**config.mk**
```make
export PLATFORM = sky130hd
export DESIGN_NAME = cosine_similarity_top_k
export DESIGN_NICKNAME = d
export VERILOG_FILES = /design/src/rtl/csk_pkg.sv /design/src/rtl/cosine_similarity_top_k.sv /design/src/rtl/csk_ctrl.sv /design/src/rtl/csk_dp.sv
export SDC_FILE = /design/constraint.sdc
export NUM_CORES = 1
export LEC_CHECK = 0
export BUFFER_PORTS_ARGS = -buffer_cell sky130_fd_sc_hd__buf_2
export CAP_MARGIN = 20
export CELL_PAD_IN_SITES_DETAIL_PLACEMENT = 1
export CELL_PAD_IN_SITES_GLOBAL_PLACEMENT = 2
export CORE_UTILIZATION = 40
export DETAILED_ROUTE_END_ITERATION = 7
export PLACE_DENSITY = 0.88
export REMOVE_ABC_BUFFERS = 1
export SLEW_MARGIN = 25
export SYNTH_ARGS = -nofsm -noshare
export SYNTH_HDL_FRONTEND = slang
export SYNTH_SLANG_ARGS = --single-unit
```
**constraint.sdc**
```tcl
create_clock -name i_clk -period 11.3 [get_ports i_clk]
set_clock_uncertainty 0.2 [all_clocks]
set_input_delay 2.825 -clock i_clk [delete_from_list [all_inputs] [get_ports i_clk]]
set_output_delay 2.825 -clock i_clk [all_outputs]
set_load 0.01 [all_outputs]
```
**src/rtl/csk_pkg.sv**
```systemverilog
// Shared types, constants and small tables for the cosine-similarity top-k ranker.
`default_nettype none

package csk_pkg;

    localparam int NUM_GENRES = 5;
    localparam int W_BITS     = 2;   // profile weight
    localparam int DOT_W      = 4;   // dot <= 15
    localparam int DSQ_W      = 8;   // dot squared <= 225
    localparam int NB_W       = 3;   // popcount of a mask <= 5
    localparam int NA_W       = 6;   // sum of squared weights <= 45
    localparam int PROD_W     = 8;   // normA * normB <= 225
    localparam int CMP_W      = 11;  // dot^2 * popcount <= 1125
    localparam int Q_BITS     = 16;  // Q1.15 score
    localparam int QACC_W     = 24;  // prod * s
    localparam int ACC_W      = 40;  // prod * s^2 and dot^2 << 30
    localparam int RHS_SHIFT  = 30;

    localparam int ID_W       = 16;
    localparam int MASK_W     = 5;
    localparam int RANK_W     = 2;
    localparam int S_TDATA_W  = 24;  // id, mask, zero fill
    localparam int M_TDATA_W  = 40;  // rank, id, mask, score, zero fill
    localparam int CFG_IDX_W  = 3;

    localparam int TOP_K_DEF   = 3;
    localparam int ID_BITS_DEF = 16;

    // configuration register indexes
    localparam logic [CFG_IDX_W-1:0] CFG_W_ACTION    = 3'd0;
    localparam logic [CFG_IDX_W-1:0] CFG_W_COMEDY    = 3'd1;
    localparam logic [CFG_IDX_W-1:0] CFG_W_DRAMA     = 3'd2;
    localparam logic [CFG_IDX_W-1:0] CFG_W_SCIFI     = 3'd3;
    localparam logic [CFG_IDX_W-1:0] CFG_W_ANIMATION = 3'd4;

    localparam logic [DSQ_W-1:0] SQ4_TABLE [16] = '{
        8'd0,   8'd1,   8'd4,   8'd9,   8'd16,  8'd25,  8'd36,  8'd49,
        8'd64,  8'd81,  8'd100, 8'd121, 8'd144, 8'd169, 8'd196, 8'd225
    };

    localparam logic [3:0] SQ2_TABLE [4] = '{4'd0, 4'd1, 4'd4, 4'd9};

    typedef enum logic [2:0] {
        S_IDLE,
        S_INSERT,
        S_START,
        S_ROOT,
        S_LOAD,
        S_OUT
    } t_state;

    typedef struct packed {
        logic load_in;
        logic insert;
        logic idx_clear;
        logic idx_next;
        logic root_start;
        logic root_step;
        logic load_out;
        logic load_empty;
        logic clear;
    } t_cmd;

    typedef struct packed {
        logic in_last;
        logic count_zero;
        logic entry_last;
        logic root_last;
    } t_status;

    function automatic logic [NB_W-1:0] popcount5(input logic [MASK_W-1:0] m);
        logic [NB_W-1:0] c;
        c = '0;
        for (int g = 0; g < MASK_W; g++) begin
            c = c + NB_W'(m[g]);
        end
        return c;
    endfunction

endpackage

`default_nettype wire

```
**src/rtl/cosine_similarity_top_k.sv**
```systemverilog
// Top level of the streaming cosine-similarity top-k ranker.
`default_nettype none

// Each input word is one catalog item, scored against a five-weight genre
// profile by cosine similarity; the TOP_K best items with a nonzero score
// are kept, ties going to the earlier item. An item is accepted, then
// inserted while the input is not ready, comparing against all kept
// entries in parallel. On the item with tlast set, the list is read out
// best first: each entry passes through the score unit (a start step, the
// bit-serial Q1.15 root, a load step) and then waits in the output
// register until taken. An empty list gives one word with found (tuser)
// low. The input is not ready during readout, and the list is cleared after
// the last result word is taken. Profile weights are written through the
// config channel, always ready; index 0..4 = action, comedy, drama, scifi,
// animation, other indexes are ignored. Write config only while idle.
module cosine_similarity_top_k #(
    parameter int TOP_K   = csk_pkg::TOP_K_DEF,   // kept entries, 1..4
    parameter int ID_BITS = csk_pkg::ID_BITS_DEF  // stored id bits, 4..32
) (
    input  wire logic                           i_clk,
    input  wire logic                           i_rst_n,
    // config write channel
    input  wire logic                           i_cfg_valid,
    output logic                                o_cfg_ready,
    input  wire logic [csk_pkg::CFG_IDX_W-1:0]  i_cfg_index,
    input  wire logic [csk_pkg::W_BITS-1:0]     i_cfg_data,
    // item stream
    input  wire logic                           i_s_tvalid,
    output logic                                o_s_tready,
    input  wire logic [csk_pkg::S_TDATA_W-1:0]  i_s_tdata,  // item_id, genre_mask, zero fill
    input  wire logic                           i_s_tuser,  // skip_item
    input  wire logic                           i_s_tlast,  // end_of_catalog
    // result stream
    output logic                                o_m_tvalid,
    input  wire logic                           i_m_tready,
    output logic [csk_pkg::M_TDATA_W-1:0]       o_m_tdata,  // rank, best_id, best_mask,
                                                            // similarity_q15, zero fill
    output logic                                o_m_tuser,  // found
    output logic                                o_m_tlast   // last_result
);
    import csk_pkg::*;

    t_cmd    cmd;
    t_status status;

    logic [RANK_W-1:0] rank;
    logic [ID_W-1:0]   best_id;
    logic [MASK_W-1:0] best_mask;
    logic [Q_BITS-1:0] sim;

    // config registers take a write in any cycle
    assign o_cfg_ready = 1'b1;

    csk_ctrl u_ctrl (
        .i_clk      (i_clk),
        .i_rst_n    (i_rst_n),
        .i_s_tvalid (i_s_tvalid),
        .i_m_tready (i_m_tready),
        .i_status   (status),
        .o_cmd      (cmd),
        .o_s_tready (o_s_tready),
        .o_m_tvalid (o_m_tvalid)
    );

    csk_dp #(
        .TOP_K   (TOP_K),
        .ID_BITS (ID_BITS)
    ) u_dp (
        .i_clk            (i_clk),
        .i_rst_n          (i_rst_n),
        .i_cmd            (cmd),
        .o_status         (status),
        .i_cfg_we         (i_cfg_valid),
        .i_cfg_index      (i_cfg_index),
        .i_cfg_data       (i_cfg_data),
        .i_item_id        (i_s_tdata[ID_W-1:0]),
        .i_genre_mask     (i_s_tdata[ID_W+MASK_W-1:ID_W]),
        .i_skip_item      (i_s_tuser),
        .i_end_of_catalog (i_s_tlast),
        .o_rank           (rank),
        .o_best_id        (best_id),
        .o_best_mask      (best_mask),
        .o_similarity_q15 (sim),
        .o_found          (o_m_tuser),
        .o_last_result    (o_m_tlast)
    );

    // result word, lowest field first
    assign o_m_tdata = {1'b0, sim, best_mask, best_id, rank};

endmodule

`default_nettype wire

```
**src/rtl/csk_ctrl.sv**
```systemverilog
// Sequencer for item insertion and ranked readout.
`default_nettype none

module csk_ctrl (
    input  wire logic             i_clk,
    input  wire logic             i_rst_n,
    input  wire logic             i_s_tvalid,
    input  wire logic             i_m_tready,
    input  wire csk_pkg::t_status i_status,
    output csk_pkg::t_cmd         o_cmd,
    output logic                  o_s_tready,
    output logic                  o_m_tvalid
);
    import csk_pkg::*;

    t_state r_state, n_state;

    always_ff @(posedge i_clk) begin
        if (!i_rst_n) begin
            r_state <= S_IDLE;
        end else begin
            r_state <= n_state;
        end
    end

    always_comb begin
        n_state    = r_state;
        o_cmd      = '0;
        o_s_tready = 1'b0;
        o_m_tvalid = 1'b0;
        case (r_state)
            S_IDLE: begin
                o_s_tready = 1'b1;
                if (i_s_tvalid) begin
                    o_cmd.load_in = 1'b1;
                    n_state       = S_INSERT;
                end
            end
            S_INSERT: begin
                o_cmd.insert = 1'b1;
                if (i_status.in_last) begin
                    o_cmd.idx_clear = 1'b1;
                    n_state         = S_START;
                end else begin
                    n_state = S_IDLE;
                end
            end
            S_START: begin
                if (i_status.count_zero) begin
                    o_cmd.load_empty = 1'b1;
                    n_state          = S_OUT;
                end else begin
                    o_cmd.root_start = 1'b1;
                    n_state          = S_ROOT;
                end
            end
            S_ROOT: begin
                o_cmd.root_step = 1'b1;
                if (i_status.root_last) begin
                    n_state = S_LOAD;
                end
            end
            S_LOAD: begin
                o_cmd.load_out = 1'b1;
                n_state        = S_OUT;
            end
            S_OUT: begin
                o_m_tvalid = 1'b1;
                if (i_m_tready) begin
                    if (i_status.entry_last) begin
                        o_cmd.clear = 1'b1;
                        n_state     = S_IDLE;
                    end else begin
                        o_cmd.idx_next = 1'b1;
                        n_state        = S_START;
                    end
                end
            end
            default: begin
                n_state = S_IDLE;
            end
        endcase
    end

endmodule

`default_nettype wire

```
**src/rtl/csk_dp.sv**
```systemverilog
// Datapath: profile registers, kept list with ordered insertion, bit-serial score root.
`default_nettype none

module csk_dp #(
    parameter int TOP_K   = csk_pkg::TOP_K_DEF,
    parameter int ID_BITS = csk_pkg::ID_BITS_DEF
) (
    input  wire logic                          i_clk,
    input  wire logic                          i_rst_n,
    input  wire csk_pkg::t_cmd                 i_cmd,
    output csk_pkg::t_status                   o_status,
    input  wire logic                          i_cfg_we,
    input  wire logic [csk_pkg::CFG_IDX_W-1:0] i_cfg_index,
    input  wire logic [csk_pkg::W_BITS-1:0]    i_cfg_data,
    input  wire logic [csk_pkg::ID_W-1:0]      i_item_id,
    input  wire logic [csk_pkg::MASK_W-1:0]    i_genre_mask,
    input  wire logic                          i_skip_item,
    input  wire logic                          i_end_of_catalog,
    output logic [csk_pkg::RANK_W-1:0]         o_rank,
    output logic [csk_pkg::ID_W-1:0]           o_best_id,
    output logic [csk_pkg::MASK_W-1:0]         o_best_mask,
    output logic [csk_pkg::Q_BITS-1:0]         o_similarity_q15,
    output logic                               o_found,
    output logic                               o_last_result
);
    import csk_pkg::*;

    localparam int CNT_W  = $clog2(TOP_K + 1);
    localparam int IDX_W  = (TOP_K > 1) ? $clog2(TOP_K) : 1;
    localparam int BIT_W  = $clog2(Q_BITS);

    // profile
    logic [W_BITS-1:0] r_w [NUM_GENRES];

    // held input word
    logic [ID_BITS-1:0] r_in_id;
    logic [MASK_W-1:0]  r_in_mask;
    logic               r_in_skip;
    logic               r_in_last;

    // kept list, best first
    logic [ID_BITS-1:0] r_id   [TOP_K];
    logic [MASK_W-1:0]  r_mask [TOP_K];
    logic [DOT_W-1:0]   r_dot  [TOP_K];
    logic [CNT_W-1:0]   r_count;
    logic [IDX_W-1:0]   r_idx;

    // root unit
    logic [PROD_W-1:0]  r_prod;
    logic [ACC_W-1:0]   r_rhs;
    logic [ACC_W-1:0]   r_p;
    logic [QACC_W-1:0]  r_q;
    logic [Q_BITS-1:0]  r_s;
    logic [BIT_W-1:0]   r_bit;

    // output word
    logic [RANK_W-1:0]  r_out_rank;
    logic [ID_W-1:0]    r_out_id;
    logic [MASK_W-1:0]  r_out_mask;
    logic [Q_BITS-1:0]  r_out_sim;
    logic               r_out_found;
    logic               r_out_last;

    // ---------------- config
    always_ff @(posedge i_clk) begin
        if (!i_rst_n) begin
            for (int g = 0; g < NUM_GENRES; g++) begin
                r_w[g] <= '0;
            end
        end else if (i_cfg_we) begin
            case (i_cfg_index)
                CFG_W_ACTION:    r_w[0] <= i_cfg_data;
                CFG_W_COMEDY:    r_w[1] <= i_cfg_data;
                CFG_W_DRAMA:     r_w[2] <= i_cfg_data;
                CFG_W_SCIFI:     r_w[3] <= i_cfg_data;
                CFG_W_ANIMATION: r_w[4] <= i_cfg_data;
                default: ;
            endcase
        end
    end

    // ---------------- scoring of the held item
    logic [DOT_W-1:0] new_dot;
    logic [NB_W-1:0]  new_nb;
    logic [DSQ_W-1:0] new_dsq;
    logic [NA_W-1:0]  norm_a;
    logic [TOP_K-1:0] better;
    logic [CNT_W-1:0] pos;
    logic             do_ins;

    always_comb begin
        new_dot = '0;
        norm_a  = '0;
        for (int g = 0; g < NUM_GENRES; g++) begin
            if (r_in_mask[g]) begin
                new_dot = new_dot + DOT_W'(r_w[g]);
            end
            norm_a = norm_a + NA_W'(SQ2_TABLE[r_w[g]]);
        end
        new_nb  = popcount5(r_in_mask);
        new_dsq = SQ4_TABLE[new_dot];
    end

    always_comb begin
        for (int i = 0; i < TOP_K; i++) begin
            better[i] = (CNT_W'(i) < r_count) &&
                        ((CMP_W'(new_dsq) * CMP_W'(popcount5(r_mask[i]))) >
                         (CMP_W'(SQ4_TABLE[r_dot[i]]) * CMP_W'(new_nb)));
        end
        pos = r_count;
        for (int i = TOP_K - 1; i >= 0; i--) begin
            if (better[i]) begin
                pos = CNT_W'(i);
            end
        end
        do_ins = !r_in_skip && (new_dot != '0) && (pos < CNT_W'(TOP_K));
    end

    always_ff @(posedge i_clk) begin
        if (i_cmd.load_in) begin
            r_in_id   <= ID_BITS'(i_item_id);
            r_in_mask <= i_genre_mask;
            r_in_skip <= i_skip_item;
            r_in_last <= i_end_of_catalog;
        end
        if (i_cmd.insert && do_ins) begin
            for (int i = 0; i < TOP_K; i++) begin
                if (CNT_W'(i) == pos) begin
                    r_id[i]   <= r_in_id;
                    r_mask[i] <= r_in_mask;
                    r_dot[i]  <= new_dot;
                end else if (CNT_W'(i) > pos && CNT_W'(i) <= r_count) begin
                    // shift down one place; the worst entry falls off the end
                    r_id[i]   <= r_id[(i == 0) ? 0 : i - 1];
                    r_mask[i] <= r_mask[(i == 0) ? 0 : i - 1];
                    r_dot[i]  <= r_dot[(i == 0) ? 0 : i - 1];
                end
            end
        end
    end

    always_ff @(posedge i_clk) begin
        if (!i_rst_n) begin
            r_count <= '0;
            r_idx   <= '0;
        end else begin
            if (i_cmd.clear) begin
                r_count <= '0;
            end else if (i_cmd.insert && do_ins && r_count < CNT_W'(TOP_K)) begin
                r_count <= r_count + 1'b1;
            end
            if (i_cmd.idx_clear) begin
                r_idx <= '0;
            end else if (i_cmd.idx_next) begin
                r_idx <= r_idx + 1'b1;
            end
        end
    end

    // ---------------- bit-serial root: largest s with s^2*prod <= dot^2 << 30
    // s^2*prod is tracked as r_p and s*prod as r_q, so trying bit b costs
    // only adds: (s|2^b)^2*prod = P + (Q << (b+1)) + (prod << 2b)
    logic [ACC_W-1:0] cand;

    always_comb begin
        cand = r_p + ((ACC_W'(r_q) << r_bit) << 1) + (ACC_W'(r_prod) << {r_bit, 1'b0});
    end

    always_ff @(posedge i_clk) begin
        if (i_cmd.root_start) begin
            r_prod <= PROD_W'(norm_a) * PROD_W'(popcount5(r_mask[r_idx]));
            r_rhs  <= ACC_W'(SQ4_TABLE[r_dot[r_idx]]) << RHS_SHIFT;
            r_p    <= '0;
            r_q    <= '0;
            r_s    <= '0;
            r_bit  <= BIT_W'(Q_BITS - 1);
        end else if (i_cmd.root_step) begin
            if (cand <= r_rhs) begin
                r_p        <= cand;
                r_q        <= r_q + (QACC_W'(r_prod) << r_bit);
                r_s[r_bit] <= 1'b1;
            end
            r_bit <= r_bit - 1'b1;
        end
    end

    // ---------------- output word
    always_ff @(posedge i_clk) begin
        if (i_cmd.load_out) begin
            r_out_rank  <= RANK_W'(r_idx);
            r_out_id    <= ID_W'(r_id[r_idx]);
            r_out_mask  <= r_mask[r_idx];
            r_out_sim   <= r_s;
            r_out_found <= 1'b1;
            r_out_last  <= o_status.entry_last;
        end else if (i_cmd.load_empty) begin
            r_out_rank  <= '0;
            r_out_id    <= '0;
            r_out_mask  <= '0;
            r_out_sim   <= '0;
            r_out_found <= 1'b0;
            r_out_last  <= 1'b1;
        end
    end

    always_comb begin
        o_status.in_last    = r_in_last;
        o_status.count_zero = (r_count == '0);
        o_status.entry_last = ((CNT_W + 1)'(r_idx) + 1'b1) >= (CNT_W + 1)'(r_count);
        o_status.root_last  = (r_bit == '0);
    end

    assign o_rank           = r_out_rank;
    assign o_best_id        = r_out_id;
    assign o_best_mask      = r_out_mask;
    assign o_similarity_q15 = r_out_sim;
    assign o_found          = r_out_found;
    assign o_last_result    = r_out_last;

endmodule

`default_nettype wire

```
==> flow_summary.json, run 1 <==
{
  "status": "complete, no violations",
  "comb_power_share": 0.600,
  "die_h_um": 238,
  "setup_viol": 0,
  "async_flop_share": 0,
  "min_period_over_period": 0.916,
  "worstHoldStart": "u_dp.r_s[12]$_SDFFE_PP0P_",
  "finalPower_mw": 5.37,
  "gr-total-overflow": 0,
  "end_kind": "flip-flop",
  "critical_path_required_ns": 11.42,
  "ir_drop_mv": 0.138,
  "tritoncts": "built",
  "worstReg2RegStart": "u_dp.r_in_mask[0]$_DFFE_PP_",
  "gp_congestion": 0.847,
  "cts_buffers": 29,
  "drv_slew": 0,
  "cts_hold_buf": 0,
  "p_leak_nw": 10.5,
  "cts_buffer_depth": 3,
  "internal_power_mw": 2.87,
  "drtAntennaViolNets": 0,
  "synth_cell_types": 91,
  "antenna_cells": 0,
  "p_seq_frac": 0.219,
  "path_buf_inv": 3,
  "num-nets-final": 2826,
  "slowest_delay_ns": 0.64,
  "hold_violations": 0,
  "hpwl_um": 48700,
  "rsz0062_at_grt": "false",
  "startpoint": "u_dp.r_in_mask[0]$_DFFE_PP_",
  "drive_above_1_share": 0.114,
  "setup_tns_ns": 0,
  "timing.fmax_mhz": 96.6,
  "vias_per_cell": 5.58,
  "synthCells": 2460,
  "synth_edf_count": 163,
  "clkPwrFrac": 0.181,
  "cts.htree.levels": 1,
  "multi_input_area_um2": 14200,
  "chipWidth_um": 238,
  "yosys.area_share.simple": 0.174,
  "hp-class": "flip-flop to flip-flop",
  "cts_sinks": 257,
  "powerDensity_nw_per_um2": 220,
  "relSlewSlack": 0.332,
  "drt-pass1-iter-count": 5,
  "postCtsSetupBuffers": 0,
  "fillCellCount": 6514,
  "synth-compound-area-share": 0.150,
  "arrival_ns": 10.48,
  "antenna_found_initial": 0,
  "path_class": "flip-flop to flip-flop",
  "seq_area_frac_synth": 0.304,
  "grt_pass1_wl_um": 104000,
  "clock_latency_ns": 0.59,
  "wl_per_cell_um": 19.8,
  "synth_area_per_cell_um2": 9.08,
  "cpLargestDelayFamily": "adder cells",
  "max_cap_viol_count": 0,
  "vias": 18200,
  "cp_max_fo": 25,
  "fp.dieArea_um2": 56800,
  "cts-root-buf": "clkbuf_16",
  "row_count": 86,
  "drt_iter0_markers": 928,
  "grt_max_degree": 66,
  "synth_mux_area_frac": 0.0756,
  "yosysWarnings": 0,
  "layout_commonest_cell": "inv_1",
  "synth-xor-area-share": 0.0365,
  "gr-usage-all-layers": 0.228,
  "worst_pin_slew_ns": 0.996,
  "p_switching_mw": 2.50,
  "ys.flop_type": "edfxtp_1",
  "startpoint_type": "flip-flop",
  "wirelength_um": 64600,
  "top_layer": "met4",
  "port_buffers": 75,
  "grt_pass1_vias": 19500,
  "start_util": 0.405,
  "wl_met2_um": 32800,
  "syn2layout_area_growth_pct": 9.29,
  "synth_top_family_by_area": "adder cells",
  "ys_ff_latch": 257,
  "seq_area_um2": 6780,
  "syn_area_um2": 22300,
  "clkSlewWorstSetupHoldPaths_ns": 0.06,
  "pin_count": 81,
  "drc": 0,
  "cpMaxStageDelayCell": "o22ai_1",
  "period_minus_slack_ns": 10.35,
  "wl_met1_um": 28600,
  "cts_resized": 0,
  "dr_wl_met3_um": 2020,
  "fp.coreArea_um2": 55100,
  "final_cell_mix": "231 x inv_1, 206 x ha_1, 201 x nand2_1",
  "switching_share": 0.465,
  "synth_fa_ha_area_frac": 0.201
}
-- final cells by class --
| class | instances | share of cell area |
|---|---|---|
| multi-input cells | 1862 | 0.584 |
| flip-flops and latches | 257 | 0.278 |
| well taps | 748 | 0.0384 |
| inverters | 233 | 0.0358 |
| clock buffers | 40 | 0.0318 |
| repair buffers | 106 | 0.0254 |
| clock inverters | 14 | 0.00682 |
-- cells by family (layout without fill, tap and decap cells) --
kind of cell | count (synthesis) | count (layout)
XOR/XNOR | 91 | 91
other | 2 | 2
buffers and inverters | 341 | 393
adder cells (fa/ha/maj) | 301 | 301
flip-flops | 257 | 257
AND/OR/NAND/NOR | 790 | 790
AO/OA/AOI/OAI | 532 | 532
multiplexers | 146 | 146
-- power by group through the flow --
| stage | logic [mW] | clock network, mW | registers [mW] |
|---|---|---|---|
| final | 3.22 | 0.971 | 1.18 |
| after global routing | 3.57 | 1.01 | 1.19 |
| after CTS | 3.23 | 0.982 | 1.18 |
| after detailed placement | 3.19 | 0 | 1.20 |
| after global placement | 3.07 | 0 | 1.19 |
| after floorplan | 2.23 | 0 | 1.26 |
-- metal layers --
layer | global-route usage | vias to the layer above
met3 | 0.0198 | 77
met5 | 0 | -
met1 | 0.294 | 9193
li1 | - | 8629
met4 | 0.0451 | 0
met2 | 0.412 | 300
-- sequential cells by signal, indices dropped and copies added (netlist names), named ones only --
name / flops
u_dp.r_in_mask: 5
u_dp.r_id: 48
u_dp.o_last_result: 1
u_dp.r_rhs: 7
u_dp.o_rank: 2
u_dp.r_in_skip: 1
u_dp.r_bit: 4
u_dp.r_q: 24
u_dp.o_similarity_q15: 16
u_dp.r_mask: 15
u_dp.o_found: 1
u_dp.r_in_last: 1
u_dp.r_w: 10
u_ctrl.r_state: 3
u_dp.r_idx: 2
u_dp.o_best_id: 16
u_dp.r_s: 16
u_dp.r_dot: 12
u_dp.r_in_id: 16
u_dp.r_count: 2
u_dp.r_p: 40
u_dp.r_prod: 8
u_dp.o_best_mask: 5
-- synthesized netlist by cell type (all sizes together), types with 4 or more instances --
cell type | count | area share
o21a | 28 | 0.0094
nor3 | 30 | 0.0072
o211a | 4 | 0.0018
xor2 | 27 | 0.011
a211oi | 24 | 0.0091
o21bai | 23 | 0.0077
nand4 | 15 | 0.0042
nor4 | 7 | 0.0026
clkbuf | 80 | 0.014
or2 | 32 | 0.0090
o211ai | 12 | 0.0040
or4 | 4 | 0.0015
buf | 28 | 0.0068
o22ai | 8 | 0.0022
and3 | 12 | 0.0034
mux2 | 61 | 0.031
nand2b | 61 | 0.017
o21ai | 143 | 0.033
a22o | 4 | 0.0016
nor2 | 202 | 0.034
nand2 | 202 | 0.034
fa | 95 | 0.085
or3 | 16 | 0.0045
a32o | 5 | 0.0022
nor3b | 8 | 0.0027
mux2i | 73 | 0.033
a21oi | 165 | 0.037
edfxtp | 163 | 0.22
and2 | 63 | 0.018
inv | 231 | 0.039
a21boi | 5 | 0.0017
nand3 | 84 | 0.019
o31ai | 17 | 0.0059
a21o | 48 | 0.016
xnor2 | 64 | 0.026
mux4 | 12 | 0.012
ha | 206 | 0.12
nor2b | 39 | 0.011
a31oi | 12 | 0.0034
dfxtp | 94 | 0.084
-- path summary, 6_finish.rpt --
path	cells after the start	slack (ns)	endpoint
max reg2reg	38	0.95	u_dp.r_id[2][12]$_DFFE_PP_
max	38	0.95	u_dp.r_id[2][12]$_DFFE_PP_
min reg2reg	1	0.26	u_dp.r_s[12]$_SDFFE_PP0P_
min	1	0.26	u_dp.r_s[12]$_SDFFE_PP0P_
-- metrics by stage --
stage	hold WS [ns]	cells	worst slack, ns	instance area [µm²]	util
finish	0.261	3260	0.948	24400	0.443
global route	0.285	3260	0.185	24400	0.443
CTS	0.263	3260	0.923	24400	0.443
detailed placement	0.247	3206	1.01	23500	0.426
global placement	0.233	3205	1.28	23400	0.425
floorplan	0.217	2352	1.43	21900	-
-- worst register-to-register path, delay by kind of cell (launching register included) --
family	cells	cell delay, ns
xor+xnor	1	0.31
simple gates	12	1.70
compound gates	11	2.69
flops	1	0.49
buf+inv	3	0.55
fa+ha+maj	8	3.09
mux	3	1.05
No activity file was read; power rests on OpenSTA's default activity.
==> run 2: changes to the inputs <==
RECOVER_POWER = 50   (was not set)
==> flow_summary.json, run 2 (synthesis gave the netlist of run 1 again) <==
{
  "status": "complete, but fails checks",
  "violations": "max-capacitance violations, max-slew violations",
  "drc": 0,
  "gr-total-overflow": 0,
  "wl_per_cell_um": 19.8,
  "grt_pass1_wl_um": 104000,
  "pin_count": 81,
  "grt_pass1_vias": 19500,
  "hpwl_um": 48700,
  "critical_path_required_ns": 11.43,
  "postCtsSetupBuffers": 0,
  "vias": 18200,
  "final_cell_mix": "231 x inv_1, 206 x ha_1, 201 x nand2_1",
  "period_minus_slack_ns": 10.34,
  "p_leak_nw": 10.4,
  "rrSetupSlack_ns": 0.96,
  "worstHoldStart": "u_dp.r_s[12]$_SDFFE_PP0P_",
  "drtAntennaViolNets": 0,
  "hold_violations": 0,
  "path_buf_inv": 3,
  "clkSlewWorstSetupHoldPaths_ns": 0.07,
  "min_period_over_period": 0.915,
  "row_count": 86,
  "num-nets-final": 2826,
  "max_cap_viol_count": 3,
  "port_buffers": 75,
  "drt_iter0_markers": 924,
  "powerDensity_nw_per_um2": 221,
  "r2r_cells": 38,
  "hp-class": "flip-flop to flip-flop",
  "cts_sinks": 257,
  "slowest_delay_ns": 0.66,
  "drive_above_1_share": 0.0987,
  "cpMaxStageDelayCell": "o22ai_1",
  "gr-usage-all-layers": 0.228,
  "fp.dieArea_um2": 56800,
  "cts.htree.levels": 1,
  "r2r-end": "u_dp.r_id[2][0]$_DFFE_PP_",
  "cts-root-buf": "clkbuf_16",
  "finalPower_mw": 5.37,
  "timing.fmax_mhz": 96.7,
  "drt-pass1-iter-count": 5,
  "relSlewSlack": -1.39,
  "tritoncts": "built",
  "largest_register": "u_dp.r_id",
  "die_h_um": 238,
  "antenna_cells": 0,
  "ir_drop_mv": 0.139,
  "startpoint_type": "flip-flop",
  "gp_congestion": 0.847,
  "setup_tns_ns": 0,
  "timing.hold.ws_ns": 0.261,
  "grt_max_degree": 66,
  "largest_reg_flops": 48,
  "cp_max_fo": 25,
  "path_class": "flip-flop to flip-flop",
  "setup_viol": 0,
  "end_kind": "flip-flop",
  "cts_hold_buf": 0,
  "top_regs": "u_dp.r_id (48), u_dp.r_p (40), u_dp.r_q (24)",
  "cts_resized": 0,
  "cts_buffers": 29,
  "chipWidth_um": 238,
  "start_util": 0.405,
  "wirelength_um": 64500,
  "cts_buffer_depth": 3,
  "arrival_ns": 10.48,
  "rsz0062_at_grt": "false",
  "min_to": "u_dp.r_s[12]$_SDFFE_PP0P_",
  "worst_pin_slew_ns": 3.58,
  "syn2layout_area_growth_pct": 8.92,
  "worstHoldPathCells": 1,
  "clock_latency_ns": 0.59,
  "worstReg2RegStart": "u_dp.r_in_mask[0]$_DFFE_PP_",
  "drv_slew": 121,
  "fp.coreArea_um2": 55100,
  "layout_commonest_cell": "inv_1",
  "vias_per_cell": 5.58,
  "antenna_found_initial": 0,
  "cpLargestDelayFamily": "adder cells"
}
[run 2: cell types whose count changed in the layout (fill, tap and decap cells not counted), sizes merged]
cell    previous run  this run
buf              106        68
clkbuf            40        78
[run 2: area by class of cell]
type / count / area, µm²
Clock inverter: 14 / 166
Tap cell: 748 / 936
Inverter: 233 / 875
Timing Repair Buffer: 106 / 546
Fill cell: 6525 / 30800
Clock buffer: 40 / 777
Multi-Input combinational cell: 1862 / 14200
Sequential cell: 257 / 6780
[run 2: report_power, final]
group | total [mW] | switching (mW) | internal, mW
combinational | 3.22 | 2.00 | 1.22
clock | 0.971 | 0.419 | 0.552
sequential | 1.18 | 0.0776 | 1.10
total | 5.37 | 2.50 | 2.87
[run 2: worst max-delay path by stage]
stage / from / endpoint / cells past startpoint
5_1_grt: u_dp.r_in_mask[0]$_DFFE_PP_ / u_dp.r_id[2][12]$_DFFE_PP_ / 38
4_1_cts: u_dp.r_in_mask[0]$_DFFE_PP_ / u_dp.r_id[2][12]$_DFFE_PP_ / 38
3_5_place_dp: u_dp.r_in_mask[0]$_DFFE_PP_ / u_dp.r_id[2][0]$_DFFE_PP_ / 38
2_1_floorplan: u_dp.r_in_mask[0]$_DFFE_PP_ / u_dp.r_dot[0][0]$_DFFE_PP_ / 36
6_report: u_dp.r_in_mask[0]$_DFFE_PP_ / u_dp.r_id[2][0]$_DFFE_PP_ / 38
3_3_place_gp: u_dp.r_in_mask[0]$_DFFE_PP_ / u_dp.r_id[1][13]$_DFFE_PP_ / 38
[run 2: worst register-to-register path, delay by kind of cell (launching register included)]
| family | cells | cell delay [ns] |
|---|---|---|
| xor+xnor | 1 | 0.31 |
| compound gates | 11 | 2.69 |
| buf+inv | 3 | 0.55 |
| simple gates | 12 | 1.72 |
| flops | 1 | 0.48 |
| fa+ha+maj | 8 | 3.09 |
| mux | 3 | 1.05 |
[run 2: through the flow]
step / cell area (µm²) / instances / util / setup WS, ns
final: 24300 / 3260 / 0.441 / 0.957
after global routing: 24300 / 3260 / 0.441 / 0.185
after CTS: 24400 / 3260 / 0.443 / 0.923
after detailed placement: 23500 / 3206 / 0.426 / 1.01
after global placement: 23400 / 3205 / 0.425 / 1.28
after floorplan: 21900 / 2352 / - / 1.43
[run 2: routing by layer]
| metal | track usage | vias up | part of all wire |
|---|---|---|---|
| met2 | 0.412 | 284 | 0.51 |
| met4 | 0.0451 | 0 | 0.018 |
| met3 | 0.0198 | 75 | 0.029 |
| met1 | 0.294 | 9220 | 0.45 |
| li1 | - | 8628 | - |
| met5 | 0 | - | 0 |
==> run 3: changes to the inputs <==
CORE_UTILIZATION = 39   (was 40)
PLACE_DENSITY = 0.86   (was 0.88)
==> flow_summary.json, run 3 (synthesis gave the netlist of run 1 again) <==
{
  "gr-total-overflow": 0,
  "period_minus_slack_ns": 10.30,
  "status": "complete, but fails checks",
  "comb_power_share": 0.588,
  "vias": 18000,
  "ir_drop_mv": 0.142,
  "antenna_found_initial": 0,
  "cts_resized": 0,
  "min_period_over_period": 0.912,
  "fp.coreArea_um2": 56500,
  "drt-pass1-iter-count": 5,
  "drc": 0,
  "fin_area_um2": 24400,
  "p_switching_mw": 2.52,
  "drv_slew": 169,
  "detailedPlace.worstSlack_ns": 1.07,
  "grt_pass1_vias": 19300,
  "fin_ws_ns": 0.997,
  "top_regs": "u_dp.r_id (48), u_dp.r_p (40), u_dp.r_q (24)",
  "cts_buffers": 29,
  "internal_power_mw": 2.91,
  "startpoint_type": "flip-flop",
  "cts_buffer_depth": 3,
  "vias_per_cell": 5.51,
  "p_seq_frac": 0.223,
  "drive_above_1_share": 0.100,
  "cpMaxStageDelayCell": "a211oi_1",
  "fin_util": 0.432,
  "max_cap_viol_count": 4,
  "fillCellCount": 6574,
  "busiest_layer": "met2",
  "chipWidth_um": 241,
  "switching_share": 0.464,
  "setup_viol": 0,
  "syn2layout_area_growth_pct": 9.24,
  "wl_per_cell_um": 19.8,
  "startpoint": "u_dp.r_in_mask[0]$_DFFE_PP_",
  "num-nets-final": 2826,
  "clock_latency_ns": 0.59,
  "fp.dieArea_um2": 58200,
  "worst_pin_slew_ns": 3.49,
  "path_class": "flip-flop to flip-flop",
  "violations": "max-capacitance violations, max-slew violations",
  "hp-class": "flip-flop to flip-flop",
  "drt_iter0_markers": 876,
  "slowest_delay_ns": 0.66,
  "rsz0062_at_grt": "false",
  "postCtsSetupBuffers": 0,
  "gp_congestion": 0.844,
  "relSlewSlack": -1.32,
  "largest_reg_flops": 48,
  "die_h_um": 241,
  "port_buffers": 75,
  "cts_sinks": 257,
  "setup_tns_ns": 0,
  "worstHoldStart": "u_dp.r_s[2]$_SDFFE_PP0P_",
  "timing.fmax_mhz": 97.1,
  "critical_path_required_ns": 11.41,
  "grt_use_met3": 0.0236,
  "clkSlewWorstSetupHoldPaths_ns": 0.06,
  "arrival_ns": 10.41,
  "hpwl_um": 49100,
  "pin_count": 81,
  "powerDensity_nw_per_um2": 223,
  "layout_commonest_cell": "inv_1",
  "cts_hold_buf": 0,
  "cts-root-buf": "clkbuf_16",
  "place_area_um2": 23500,
  "p_leak_nw": 10.4,
  "grt_max_degree": 66,
  "end_kind": "flip-flop",
  "cts.htree.levels": 1,
  "grt_use_met2": 0.405,
  "hold_violations": 0,
  "antenna_cells": 0,
  "grtUsageMet1": 0.287,
  "finalPower_mw": 5.43,
  "row_count": 87,
  "tritoncts": "built",
  "largest_register": "u_dp.r_id",
  "start_util": 0.395,
  "drtAntennaViolNets": 0,
  "worstReg2RegStart": "u_dp.r_in_mask[0]$_DFFE_PP_",
  "wirelength_um": 64800,
  "gr-usage-all-layers": 0.225,
  "final_cell_mix": "231 x inv_1, 206 x ha_1, 201 x nand2_1, 201 x nor2_1, 164 x a21oi_1",
  "grt_pass1_wl_um": 104000,
  "clkPwrFrac": 0.189,
  "cp_max_fo": 18
}
[run 3: final cells by class]
cell class | count | area, µm² | area share
clock inverter | 22 | 267 | 0.0109
inverter | 233 | 875 | 0.0359
timing repair buffer | 106 | 541 | 0.0222
tap | 756 | 946 | 0.0388
clock buffer | 32 | 747 | 0.0306
multi-input combinational | 1862 | 14200 | 0.584
sequential | 257 | 6780 | 0.278
[run 3: path summary, 6_finish.rpt]
path / endpoint / slack [ns] / depth (start not counted)
max: u_dp.r_id[1][14]$_DFFE_PP_ / 1.0 / 40
min: u_dp.r_s[2]$_SDFFE_PP0P_ / 0.26 / 2
max reg2reg: u_dp.r_id[1][14]$_DFFE_PP_ / 1.0 / 40
min reg2reg: u_dp.r_s[2]$_SDFFE_PP0P_ / 0.26 / 2
[run 3: through the flow]
step | hold WS (ns) | instances
finish | 0.263 | 3268
global route | 0.289 | 3268
CTS | 0.264 | 3268
detailed placement | 0.244 | 3214
global placement | 0.237 | 3213
floorplan | 0.217 | 2352
[run 3: critical path, delay by kind of cell, from the launching register on]
| kind | cells | cell delay [ns] |
|---|---|---|
| fa+ha+maj | 8 | 3.08 |
| compound gates | 12 | 2.98 |
| simple gates | 13 | 1.70 |
| mux | 2 | 0.58 |
| flops | 1 | 0.51 |
| xor+xnor | 2 | 0.51 |
| buf+inv | 3 | 0.47 |
[run 3: per-layer routing]
layer	wire length (µm)	part of all wire
met1	28800	0.44
met2	32600	0.50
met3	1980	0.031
met4	1450	0.022
met5	0	0
[run 3: power groups by stage]
stage          Sequential, mW  Clock, mW  Combinational [mW]
2_1_floorplan            1.26          0                2.23
3_3_place_gp             1.22          0                3.05
3_5_place_dp             1.23          0                3.17
4_1_cts                  1.21       1.04                3.20
5_1_grt                  1.22       1.07                3.55
6_report                 1.21       1.02                3.20
